File: src/hdl/bdll_pkg.sv
package bdll_pkg;

   localparam int CAPACITY = 64;
   localparam int VALUE_W  = 32;
   localparam int WORD_W   = 32;
   localparam int POS_W    = 7;
   localparam int SLOT_W   = (CAPACITY > 1) ? $clog2(CAPACITY) : 1;
   localparam int CNT_W    = $clog2(CAPACITY + 1);
   // common width for position checks against the element count
   localparam int CMP_W    = ((CNT_W > POS_W) ? CNT_W : POS_W) + 1;

   typedef enum logic [2:0] {
      FN_ADD_FRONT = 3'd0,
      FN_ADD_BACK  = 3'd1,
      FN_INSERT    = 3'd2,
      FN_REM_FRONT = 3'd3,
      FN_REM_BACK  = 3'd4,
      FN_REM_POS   = 3'd5,
      FN_SEARCH    = 3'd6,
      FN_READ      = 3'd7
   } func_type;

   typedef enum logic [1:0] {
      STAT_OK    = 2'd0,
      STAT_FULL  = 2'd1,
      STAT_EMPTY = 2'd2,
      STAT_RANGE = 2'd3
   } status_type;

   typedef enum logic [3:0] {
      ST_IDLE,
      ST_ALLOC,
      ST_PLACE,
      ST_WALK,
      ST_FIX_PRV,
      ST_FIX_NXT,
      ST_NEW_NODE,
      ST_REM_HEAD,
      ST_REM_TAIL,
      ST_REM_P,
      ST_REM_Q,
      ST_FREE
   } state_type;

   typedef struct packed {
      logic [VALUE_W-1:0] val;
      logic [SLOT_W-1:0]  nxt;
      logic [SLOT_W-1:0]  prv;
   } node_type;

   function automatic logic [VALUE_W-1:0] to_store(input logic signed [WORD_W-1:0] w);
      return VALUE_W'(w);
   endfunction

   function automatic logic signed [WORD_W-1:0] to_word(input logic [VALUE_W-1:0] s);
      return WORD_W'($signed(s));
   endfunction

endpackage

File: src/hdl/bdll_ram.sv
module bdll_ram #(
   parameter int WIDTH = 8,
   parameter int DEPTH = 16
) (
   input  logic                     clock,
   input  logic                     we,
   input  logic [$clog2(DEPTH)-1:0] waddr,
   input  logic [WIDTH-1:0]         wdata,
   input  logic [$clog2(DEPTH)-1:0] raddr,
   output logic [WIDTH-1:0]         rdata
);

   logic [WIDTH-1:0] mem [DEPTH];

   // read-first: a read of the address being written returns the old word
   always_ff @(posedge clock) begin
      if (we) begin
         mem[waddr] <= wdata;
      end
      rdata <= mem[raddr];
   end

endmodule

File: src/hdl/bounded_doubly_linked_list.sv
// Channel   Ports                                   Handshake
// -------   -------------------------------------   ------------------------------
// request   req_func, req_item_value, req_position  taken when start && !busy
// result    rsp_status, rsp_found, rsp_found_position,
//           rsp_read_value, rsp_element_count       one cycle, marked by rsp_strobe
//
// A rejected request (full, empty, bad position) gives its word in the cycle after start.
// Front/back adds and removes need no walk; positional insert and remove away from the
// ends, read and search walk the chain in the node RAM, one link per cycle. busy drops
// in the cycle the result word is shown, so the next request can start then. Reset is
// synchronous; the node RAM needs no clearing pass since only linked slots are read.
// The receiver cannot stall results.
module bounded_doubly_linked_list
   import bdll_pkg::*;
(
   input  logic                     clock,
   input  logic                     reset,
   input  logic                     start,
   output logic                     busy,
   input  logic [2:0]               req_func,
   input  logic signed [WORD_W-1:0] req_item_value,
   input  logic [POS_W-1:0]         req_position,
   output logic                     rsp_strobe,
   output logic [1:0]               rsp_status,
   output logic                     rsp_found,
   output logic [POS_W-1:0]         rsp_found_position,
   output logic signed [WORD_W-1:0] rsp_read_value,
   output logic [POS_W-1:0]         rsp_element_count
);

   state_type state_ff, state_in;

   logic [SLOT_W-1:0]  head_ff, head_in;
   logic [SLOT_W-1:0]  tail_ff, tail_in;
   logic [SLOT_W-1:0]  free_head_ff, free_head_in;
   logic [CNT_W-1:0]   len_ff, len_in;
   logic [CNT_W-1:0]   fresh_ff, fresh_in;
   logic [SLOT_W-1:0]  cur_ff, cur_in;
   logic [SLOT_W-1:0]  idx_ff, idx_in;
   logic [SLOT_W-1:0]  tgt_ff, tgt_in;
   logic [SLOT_W-1:0]  new_slot_ff, new_slot_in;
   logic [SLOT_W-1:0]  slot_a_ff, slot_a_in;
   logic [SLOT_W-1:0]  link_p_ff, link_p_in;
   logic [SLOT_W-1:0]  link_q_ff, link_q_in;
   logic [CNT_W-1:0]   kpos_ff, kpos_in;
   func_type           func_ff, func_in;
   logic [VALUE_W-1:0] val_ff, val_in;

   logic                     rsp_strobe_ff, rsp_strobe_in;
   status_type               rsp_status_ff, rsp_status_in;
   logic                     rsp_found_ff, rsp_found_in;
   logic [POS_W-1:0]         rsp_fpos_ff, rsp_fpos_in;
   logic signed [WORD_W-1:0] rsp_rval_ff, rsp_rval_in;
   logic [POS_W-1:0]         rsp_count_ff;

   logic                      ram_we;
   logic [SLOT_W-1:0]         ram_waddr, ram_raddr;
   logic [$bits(node_type)-1:0] ram_rdata;
   node_type                  rd_node, wr_node;

   bdll_ram #(
      .WIDTH ($bits(node_type)),
      .DEPTH (CAPACITY)
   ) u_node_ram (
      .clock (clock),
      .we    (ram_we),
      .waddr (ram_waddr),
      .wdata (wr_node),
      .raddr (ram_raddr),
      .rdata (ram_rdata)
   );

   assign rd_node = node_type'(ram_rdata);

   // request decode
   func_type          req_fn;
   logic              accept;
   logic              list_full, list_empty;
   logic [CMP_W-1:0]  pos_c, len_c;
   logic              pos_ins_bad, pos_bad;
   logic [CNT_W-1:0]  pos_k;
   logic              dec_err;
   status_type        dec_status;
   logic [CNT_W-1:0]  dec_k;
   logic              acc_insert, acc_remove, ff_insert;
   logic              rm_only, rm_front, rm_back;
   logic              pl_empty, pl_front, pl_back;
   logic              fresh_avail;
   logic              walk_match, walk_last, walk_at, walk_done;

   assign req_fn      = func_type'(req_func);
   assign busy        = (state_ff != ST_IDLE);
   assign accept      = start && !busy;
   assign list_full   = (len_ff == CNT_W'(CAPACITY));
   assign list_empty  = (len_ff == '0);
   assign pos_c       = CMP_W'(req_position);
   assign len_c       = CMP_W'(len_ff);
   assign pos_ins_bad = (pos_c < CMP_W'(1)) || (pos_c > len_c + CMP_W'(1));
   assign pos_bad     = (pos_c < CMP_W'(1)) || (pos_c > len_c);
   assign pos_k       = CNT_W'(pos_c - CMP_W'(1));

   assign acc_insert = (req_fn == FN_ADD_FRONT) || (req_fn == FN_ADD_BACK) ||
                       (req_fn == FN_INSERT);
   assign acc_remove = (req_fn == FN_REM_FRONT) || (req_fn == FN_REM_BACK) ||
                       (req_fn == FN_REM_POS);
   assign ff_insert  = (func_ff == FN_ADD_FRONT) || (func_ff == FN_ADD_BACK) ||
                       (func_ff == FN_INSERT);

   assign rm_only  = (len_ff == CNT_W'(1));
   assign rm_front = (dec_k == '0);
   assign rm_back  = (dec_k == len_ff - CNT_W'(1));

   assign pl_empty = (len_ff == '0);
   assign pl_front = (kpos_ff == '0);
   assign pl_back  = (kpos_ff >= len_ff);

   assign fresh_avail = (fresh_ff < CNT_W'(CAPACITY));

   assign walk_match = (rd_node.val == val_ff);
   assign walk_last  = (CNT_W'(idx_ff) == len_ff - CNT_W'(1));
   assign walk_at    = (idx_ff == tgt_ff);
   assign walk_done  = (func_ff == FN_SEARCH) ? (walk_match || walk_last) : walk_at;

   always_comb begin
      dec_err    = 1'b0;
      dec_status = STAT_OK;
      dec_k      = '0;
      unique case (req_fn)
         FN_ADD_FRONT: begin
            if (list_full) begin
               dec_err    = 1'b1;
               dec_status = STAT_FULL;
            end
         end
         FN_ADD_BACK: begin
            dec_k = len_ff;
            if (list_full) begin
               dec_err    = 1'b1;
               dec_status = STAT_FULL;
            end
         end
         FN_INSERT: begin
            dec_k = pos_k;
            priority if (list_full) begin
               dec_err    = 1'b1;
               dec_status = STAT_FULL;
            end else if (pos_ins_bad) begin
               dec_err    = 1'b1;
               dec_status = STAT_RANGE;
            end
         end
         FN_REM_FRONT: begin
            if (list_empty) begin
               dec_err    = 1'b1;
               dec_status = STAT_EMPTY;
            end
         end
         FN_REM_BACK: begin
            dec_k = len_ff - CNT_W'(1);
            if (list_empty) begin
               dec_err    = 1'b1;
               dec_status = STAT_EMPTY;
            end
         end
         FN_REM_POS, FN_READ: begin
            dec_k = pos_k;
            priority if (list_empty) begin
               dec_err    = 1'b1;
               dec_status = STAT_EMPTY;
            end else if (pos_bad) begin
               dec_err    = 1'b1;
               dec_status = STAT_RANGE;
            end
         end
         FN_SEARCH: begin
            if (list_empty) begin
               dec_err    = 1'b1;
               dec_status = STAT_EMPTY;
            end
         end
      endcase
   end

   // next state
   always_comb begin
      state_in = state_ff;
      unique case (state_ff)
         ST_IDLE: begin
            if (accept) begin
               priority if (dec_err) begin
                  state_in = ST_IDLE;
               end else if (acc_insert) begin
                  state_in = fresh_avail ? ST_PLACE : ST_ALLOC;
               end else if (acc_remove) begin
                  priority if (rm_only) begin
                     state_in = ST_FREE;
                  end else if (rm_front) begin
                     state_in = ST_REM_HEAD;
                  end else if (rm_back) begin
                     state_in = ST_REM_TAIL;
                  end else begin
                     state_in = ST_WALK;
                  end
               end else begin
                  state_in = ST_WALK;
               end
            end
         end
         ST_ALLOC: state_in = ST_PLACE;
         ST_PLACE: begin
            priority if (pl_empty) begin
               state_in = ST_NEW_NODE;
            end else if (pl_front) begin
               state_in = ST_FIX_PRV;
            end else if (pl_back) begin
               state_in = ST_FIX_NXT;
            end else begin
               state_in = ST_WALK;
            end
         end
         ST_WALK: begin
            if (walk_done) begin
               priority if ((func_ff == FN_SEARCH) || (func_ff == FN_READ)) begin
                  state_in = ST_IDLE;
               end else if (ff_insert) begin
                  state_in = ST_FIX_PRV;
               end else begin
                  state_in = ST_REM_P;
               end
            end
         end
         ST_FIX_PRV:  state_in = ST_NEW_NODE;
         ST_FIX_NXT:  state_in = ST_NEW_NODE;
         ST_NEW_NODE: state_in = ST_IDLE;
         ST_REM_HEAD: state_in = ST_FREE;
         ST_REM_TAIL: state_in = ST_FREE;
         ST_REM_P:    state_in = ST_REM_Q;
         ST_REM_Q:    state_in = ST_FREE;
         ST_FREE:     state_in = ST_IDLE;
         default:     state_in = ST_IDLE;
      endcase
   end

   // datapath, RAM control and result word
   always_comb begin
      head_in       = head_ff;
      tail_in       = tail_ff;
      free_head_in  = free_head_ff;
      len_in        = len_ff;
      fresh_in      = fresh_ff;
      cur_in        = cur_ff;
      idx_in        = idx_ff;
      tgt_in        = tgt_ff;
      new_slot_in   = new_slot_ff;
      slot_a_in     = slot_a_ff;
      link_p_in     = link_p_ff;
      link_q_in     = link_q_ff;
      kpos_in       = kpos_ff;
      func_in       = func_ff;
      val_in        = val_ff;
      ram_we        = 1'b0;
      ram_waddr     = slot_a_ff;
      ram_raddr     = cur_ff;
      wr_node       = '0;
      rsp_strobe_in = 1'b0;
      rsp_status_in = STAT_OK;
      rsp_found_in  = 1'b0;
      rsp_fpos_in   = '0;
      rsp_rval_in   = '0;

      unique case (state_ff)
         ST_IDLE: begin
            if (accept) begin
               func_in = req_fn;
               val_in  = to_store(req_item_value);
               kpos_in = dec_k;
               cur_in  = head_ff;
               idx_in  = '0;
               tgt_in  = SLOT_W'(dec_k);
               priority if (dec_err) begin
                  rsp_strobe_in = 1'b1;
                  rsp_status_in = dec_status;
               end else if (acc_insert) begin
                  if (fresh_avail) begin
                     new_slot_in = SLOT_W'(fresh_ff);
                     fresh_in    = fresh_ff + CNT_W'(1);
                  end else begin
                     ram_raddr = free_head_ff;
                  end
               end else if (acc_remove) begin
                  slot_a_in = rm_front ? head_ff : tail_ff;
                  ram_raddr = (rm_back && !rm_front) ? tail_ff : head_ff;
               end else begin
                  ram_raddr = head_ff;
               end
            end
         end
         ST_ALLOC: begin
            new_slot_in  = free_head_ff;
            free_head_in = rd_node.nxt;
         end
         ST_PLACE: begin
            priority if (pl_empty) begin
               link_p_in = '0;
               link_q_in = '0;
            end else if (pl_front) begin
               ram_raddr = head_ff;
               slot_a_in = head_ff;
               link_q_in = head_ff;
               link_p_in = '0;
            end else if (pl_back) begin
               ram_raddr = tail_ff;
               slot_a_in = tail_ff;
               link_p_in = tail_ff;
               link_q_in = '0;
            end else begin
               ram_raddr = head_ff;
               cur_in    = head_ff;
               idx_in    = '0;
               tgt_in    = SLOT_W'(kpos_ff - CNT_W'(1));
            end
         end
         ST_WALK: begin
            if (!walk_done) begin
               ram_raddr = rd_node.nxt;
               cur_in    = rd_node.nxt;
               idx_in    = idx_ff + SLOT_W'(1);
            end else begin
               unique case (func_ff)
                  FN_SEARCH: begin
                     rsp_strobe_in = 1'b1;
                     if (walk_match) begin
                        rsp_found_in = 1'b1;
                        rsp_fpos_in  = POS_W'(CNT_W'(idx_ff) + CNT_W'(1));
                     end
                  end
                  FN_READ: begin
                     rsp_strobe_in = 1'b1;
                     rsp_rval_in   = to_word(rd_node.val);
                  end
                  FN_ADD_FRONT, FN_ADD_BACK, FN_INSERT: begin
                     // cur is the predecessor: link it forward to the new node
                     ram_we      = 1'b1;
                     ram_waddr   = cur_ff;
                     wr_node.val = rd_node.val;
                     wr_node.nxt = new_slot_ff;
                     wr_node.prv = rd_node.prv;
                     slot_a_in   = rd_node.nxt;
                     ram_raddr   = rd_node.nxt;
                     link_q_in   = rd_node.nxt;
                     link_p_in   = cur_ff;
                  end
                  FN_REM_FRONT, FN_REM_BACK, FN_REM_POS: begin
                     slot_a_in = cur_ff;
                     link_p_in = rd_node.prv;
                     link_q_in = rd_node.nxt;
                     ram_raddr = rd_node.prv;
                  end
               endcase
            end
         end
         ST_FIX_PRV: begin
            ram_we      = 1'b1;
            wr_node.val = rd_node.val;
            wr_node.nxt = rd_node.nxt;
            wr_node.prv = new_slot_ff;
         end
         ST_FIX_NXT: begin
            ram_we      = 1'b1;
            wr_node.val = rd_node.val;
            wr_node.nxt = new_slot_ff;
            wr_node.prv = rd_node.prv;
         end
         ST_NEW_NODE: begin
            ram_we      = 1'b1;
            ram_waddr   = new_slot_ff;
            wr_node.val = val_ff;
            wr_node.nxt = link_q_ff;
            wr_node.prv = link_p_ff;
            priority if (pl_empty) begin
               head_in = new_slot_ff;
               tail_in = new_slot_ff;
            end else if (pl_front) begin
               head_in = new_slot_ff;
            end else if (pl_back) begin
               tail_in = new_slot_ff;
            end
            len_in        = len_ff + CNT_W'(1);
            rsp_strobe_in = 1'b1;
         end
         ST_REM_HEAD: head_in = rd_node.nxt;
         ST_REM_TAIL: tail_in = rd_node.prv;
         ST_REM_P: begin
            ram_we      = 1'b1;
            ram_waddr   = link_p_ff;
            wr_node.val = rd_node.val;
            wr_node.nxt = link_q_ff;
            wr_node.prv = rd_node.prv;
            ram_raddr   = link_q_ff;
         end
         ST_REM_Q: begin
            ram_we      = 1'b1;
            ram_waddr   = link_q_ff;
            wr_node.val = rd_node.val;
            wr_node.nxt = rd_node.nxt;
            wr_node.prv = link_p_ff;
         end
         ST_FREE: begin
            // freed slot joins the free chain through its next link
            ram_we        = 1'b1;
            wr_node.nxt   = free_head_ff;
            free_head_in  = slot_a_ff;
            len_in        = len_ff - CNT_W'(1);
            rsp_strobe_in = 1'b1;
         end
         default: begin
         end
      endcase
   end

   always_ff @(posedge clock) begin
      if (reset) begin
         state_ff      <= ST_IDLE;
         head_ff       <= '0;
         tail_ff       <= '0;
         free_head_ff  <= '0;
         len_ff        <= '0;
         fresh_ff      <= '0;
         rsp_strobe_ff <= 1'b0;
      end else begin
         state_ff      <= state_in;
         head_ff       <= head_in;
         tail_ff       <= tail_in;
         free_head_ff  <= free_head_in;
         len_ff        <= len_in;
         fresh_ff      <= fresh_in;
         rsp_strobe_ff <= rsp_strobe_in;
      end
   end

   always_ff @(posedge clock) begin
      cur_ff      <= cur_in;
      idx_ff      <= idx_in;
      tgt_ff      <= tgt_in;
      new_slot_ff <= new_slot_in;
      slot_a_ff   <= slot_a_in;
      link_p_ff   <= link_p_in;
      link_q_ff   <= link_q_in;
      kpos_ff     <= kpos_in;
      func_ff     <= func_in;
      val_ff      <= val_in;
      if (rsp_strobe_in) begin
         rsp_status_ff <= rsp_status_in;
         rsp_found_ff  <= rsp_found_in;
         rsp_fpos_ff   <= rsp_fpos_in;
         rsp_rval_ff   <= rsp_rval_in;
         rsp_count_ff  <= POS_W'(len_in);
      end
   end

   assign rsp_strobe         = rsp_strobe_ff;
   assign rsp_status         = rsp_status_ff;
   assign rsp_found          = rsp_found_ff;
   assign rsp_found_position = rsp_fpos_ff;
   assign rsp_read_value     = rsp_rval_ff;
   assign rsp_element_count  = rsp_count_ff;

   a_len_bound: assert property (@(posedge clock) disable iff (reset)
      (len_ff <= CNT_W'(CAPACITY)) && (len_ff <= fresh_ff))
      else $error("element count beyond capacity or allocated slots");

   a_strobe_idle: assert property (@(posedge clock) disable iff (reset)
      rsp_strobe |-> !busy)
      else $error("result word shown while busy");

   a_reject_fast: assert property (@(posedge clock) disable iff (reset)
      (accept && dec_err) |=> (rsp_strobe && (len_ff == $past(len_ff))))
      else $error("rejected request did not answer next cycle");

   a_free_dec: assert property (@(posedge clock) disable iff (reset)
      (state_ff == ST_FREE) |=> (len_ff == $past(len_ff) - CNT_W'(1)))
      else $error("remove did not drop the element count");

endmodule
File: config.mk
export PLATFORM = sky130hd
export DESIGN_NAME = bounded_doubly_linked_list
export DESIGN_NICKNAME = d
export VERILOG_FILES = /design/src/hdl/bdll_pkg.sv /design/src/hdl/bdll_ram.sv /design/src/hdl/bounded_doubly_linked_list.sv
export SDC_FILE = /design/constraint.sdc
export NUM_CORES = 2
export LEC_CHECK = 0
export BUFFER_PORTS_ARGS = -buffer_cell sky130_fd_sc_hd__buf_2
export CAP_MARGIN = 20
export CORE_MARGIN = 3
export CORE_UTILIZATION = 44
export CTS_CLUSTER_DIAMETER = 100
export DETAILED_ROUTE_END_ITERATION = 6
export PLACE_DENSITY = 0.65
export SLEW_MARGIN = 20
export SYNTH_ARGS = -nofsm -noshare
export SYNTH_HDL_FRONTEND = slang
export SYNTH_SLANG_ARGS = --single-unit
export TNS_END_PERCENT = 20
File: constraint.sdc
create_clock -name clock -period 6.4 [get_ports clock]
set_input_delay 0.32 -clock clock [delete_from_list [all_inputs] [get_ports clock]]
set_output_delay 0.32 -clock clock [all_outputs]
set_load 0.1 [all_outputs]
==> summary.txt <==
Final layout
  • Layout cells sized above 1: 0.212
  • Fin cells: 12,077
  • Area grow syn2layout: 20.8%
  • Fillers: between 20,000 and 25,000
  • Nets: 8,355

Setup path
  • Crit path max fanout: 16
  • Setup CP Type: register to register
  • Reg2reg setup slack: 0.17 ns
  • Reg2reg start: len_ff[1]$_SDFF_PP0_
  • Worst reg-to-reg path cell count: 19
  • Crit start category: register
  • Crit path DAT: approximately 7 ns
  • Worst path required time: 7.14 ns
  • Critical path endpoint category: register
  • End of the worst register-to-register path: u_node_ram.rdata[43]$_DFF_P_

Power
  • Share of power burned in registers: 0.397
  • Switching power: 18.6 mW
  • Switching part of the total: 0.323
  • Clock power frac: 0.309
  • Worst vdd ir: ~250 uV
  • Combinational share of power: 0.294
  • Power Dens Cells: 399 mW/mm^2
  • Leakage power: 47.8 nW
  • Internal power: 39.0 mW
  • Total Power: 57.6 mW

Synthesis
  • Synth unique cells: 89
  • Post-Synthesis Cells: 7,530
  • Asr flop ratio synth: 0
  • #FFs+latches synth: 3,030
  • Post-synthesis sequential area ratio: 0.755
  • Syn_nets: 7,604
  • Post-synth EDFFs: 2,949
  • Biggest area consumer among synthesized cells: edfxtp_1
  • Mapped Area: 0.119 sq mm
  • Most instantiated library cell after synthesis: edfxtp_1
  • Avg Inst Size Synth: 15.9 sq um
  • Main synth FF type: edfxtp_1
  • Post-synth top area share: 0.742
  • Synth warnings: 0
  • Post-synth top cells: 2,949 x edfxtp_1, 1,537 x nand2_1, 550 x nand3_1
  • Area contributors post-synth: edfxtp_1 74%, mux4_2 6.6%, nand2_1 4.8%

Clock network
  • Post-CTS Resized: 0
  • Root Driver: clkbuf_16
  • Clock Tree Buf Depth: 4
  • CTS tree: yes
  • Clock sinks: 3,030
  • Post-CTS Repair Setup Buffers: 0
  • # hold bufs at CTS: 36
  • Htree depth: 5
  • CTS buffer count: 308
  • Worst-skew pair later-pin latency: 0.89 ns
  • Clk pin slew, worst setup/hold paths: 0.06 ns

Detailed routing
  • Detailed Routing Iterations Pass 1: 6
  • Wire length per cell: 32.4 um
  • Initial detailed-routing violation count: ~12,000
  • Via count: 75,188
  • Vias/cell: 6.23
  • Routed Wire Length: 391,000 um
  • ANT nets after route: 0
  • Residual DRC: 0

Flow run
  • Max-cap violations: 0

Floorplanning
  • Die Height: 527 um
  • Initial Util: 0.444
  • CORE AREA: 0.269 sq mm
  • Die width: ~530 um
  • Die area: 0.278 sq mm
  • IO Count: 96
  • FP Rows: 190

GRT
  • Largest net degree at the start of global routing: 65
  • Met1 global-route usage: 0.371
  • First-pass GRT wire length: 549,000 um
  • Final global-route overflow total: 0
  • Met2 Track Usage GR: 0.429
  • Vias in the first global route: slightly above 70,000
  • Grt peak-use layer: met2
  • GRT Util Overall: 0.277
  • Met3 Use GR: 0.0632
  • Initial antenna violation count: 9

Placement
  • Detailed placement HPWL: 243,000 um
  • Port-buffer cells: 95
  • GPL Wtd Cong: 0.924
  • Placed insts: between 10,000 and 15,000
  • Worst slack at placement: 0.319 ns

Status
  • Status: completed

STA
  • Fin crit period: about 6.2 ns
  • Tcrit/Tclk final: 0.973
  • Final-report setup violation count: 0
  • FMAX: 0.161 GHz
  • Slew Viols, Final: 0
  • TNS Setup: 0 ns
  • Hold WS: 0.114 ns
  • Slew margin rel.: 0.315
  • RSZ-0062 raised after global routing: false
  • Final hold vios: 0
  • Slew @ Worst Pin: between 1 and 1.5 ns
  • Setup ws final: 0.173 ns
  • Final Skew: 0.0595 ns

Hold path
  • Hold worst-path end: new_slot_ff[4]$_DFFE_PP_
  • Worst min path class: input pin to register
  • Hold_sp: start
  • WHS Path Cells: 3
-- final cells by class --
cell class                 instances  area, sq um  area share
timing repair buffer             908        11900      0.0827
clock inverter                   158         1660      0.0115
tap                             3552         4440      0.0308
inverter                          35          131    0.000911
antenna                            5         12.5   0.0000867
clock buffer                     391         8210      0.0569
sequential                      3030        90200       0.625
multi-input combinational       3998        27700       0.192
-- power by group through the flow --
| stage | logic (mW) | registers [mW] | clock network (mW) |
|---|---|---|---|
| after CTS | 16.8 | 22.8 | 17.9 |
| after global placement | 16.5 | 23.2 | 0 |
| after global routing | 17.9 | 22.8 | 18.8 |
| final | 16.9 | 22.8 | 17.8 |
| after floorplan | 9.24 | 23.2 | 0 |
| after detailed placement | 16.7 | 23.2 | 0 |
-- logic make-up after synthesis --
logic type,synth area share
adders and majority gates,0.00321
AOI/OAI and AO/OA,0.0483
buffers and inverters,0.0180
xor gates and xnor gates,0.00572
and+or+nand+nor,0.0977
muxes,0.0718
DFF,0.755
-- registers in the layout (all words and copies together), names as in the netlist, 7 cells and up --
name	cells
u_node_ram.mem	2816
u_node_ram.rdata	44
rsp_read_value	32
val_ff	32
fresh_ff	7
kpos_ff	7
len_ff	7
rsp_element_count	7
rsp_found_position	7
-- cell usage in the layout, fill, tap and decap left out, types with 21 or more instances in the layout --
master,Yosys,final
clkbuf_1,319,66
a21boi_1,62,62
a22o_1,38,24
xor2_1,51,51
buf_2,89,95
nor2_4,1,69
ha_1,29,29
buf_4,3,356
a31oi_1,186,186
and3_1,42,40
edfxtp_1,2949,2949
bufinv_16,0,24
or4_1,35,35
dfxtp_1,81,81
clkinv_1,1,40
o22ai_1,21,21
nor2_1,175,107
nand3_1,550,550
nand2_1,1537,1533
clkbuf_16,0,310
dlygate4sd3_1,0,36
a22oi_1,180,180
mux2i_1,57,57
inv_1,31,30
o21ai_0,42,41
clkinv_2,0,59
nand4_1,185,185
mux4_2,352,352
buf_12,0,421
xnor2_1,27,27
a21oi_1,127,127
a211oi_1,32,32
-- metrics by stage --
step / utilization / instance area (sq um)
finish: 0.537 / 144000
global placement: 0.499 / 134000
CTS: 0.537 / 144000
global route: 0.537 / 144000
detailed placement: 0.499 / 134000
floorplan: - / 119000
-- worst max path at each step --
stage / to / startpoint
2_1_floorplan: u_node_ram.mem[35][0]$_DFFE_PP_ / len_ff[0]$_SDFF_PP0_
3_3_place_gp: u_node_ram.rdata[43]$_DFF_P_ / len_ff[0]$_SDFF_PP0_
3_5_place_dp: u_node_ram.rdata[43]$_DFF_P_ / len_ff[1]$_SDFF_PP0_
4_1_cts: u_node_ram.rdata[43]$_DFF_P_ / len_ff[1]$_SDFF_PP0_
5_1_grt: u_node_ram.rdata[43]$_DFF_P_ / len_ff[1]$_SDFF_PP0_
6_report: u_node_ram.rdata[43]$_DFF_P_ / len_ff[1]$_SDFF_PP0_
-- metal layers --
layer,vias up,part of all wire
li1,30779,-
met1,38270,0.36
met2,5216,0.46
met3,921,0.12
met4,2,0.056
met5,-,0.000033
-- critical path: stages, from the launching register on --
cell and delay, ns:
dfxtp_1 0.53, inv_1 0.23, ha_1 0.30, xor2_1 0.37
xnor2_1 0.17, nand4_1 0.14, a2111oi_0 0.76, buf_4 0.24
o41a_1 0.16, buf_4 0.14, a2111oi_0 0.09, nor4b_1 0.63
o21ai_4 0.34, buf_12 0.25, buf_4 0.23, buf_4 0.20
mux4_2 0.28, a22oi_1 0.32, nand2_1 0.23, a2111o_1 0.47
Note: power is estimated with default switching activity, not from simulation.
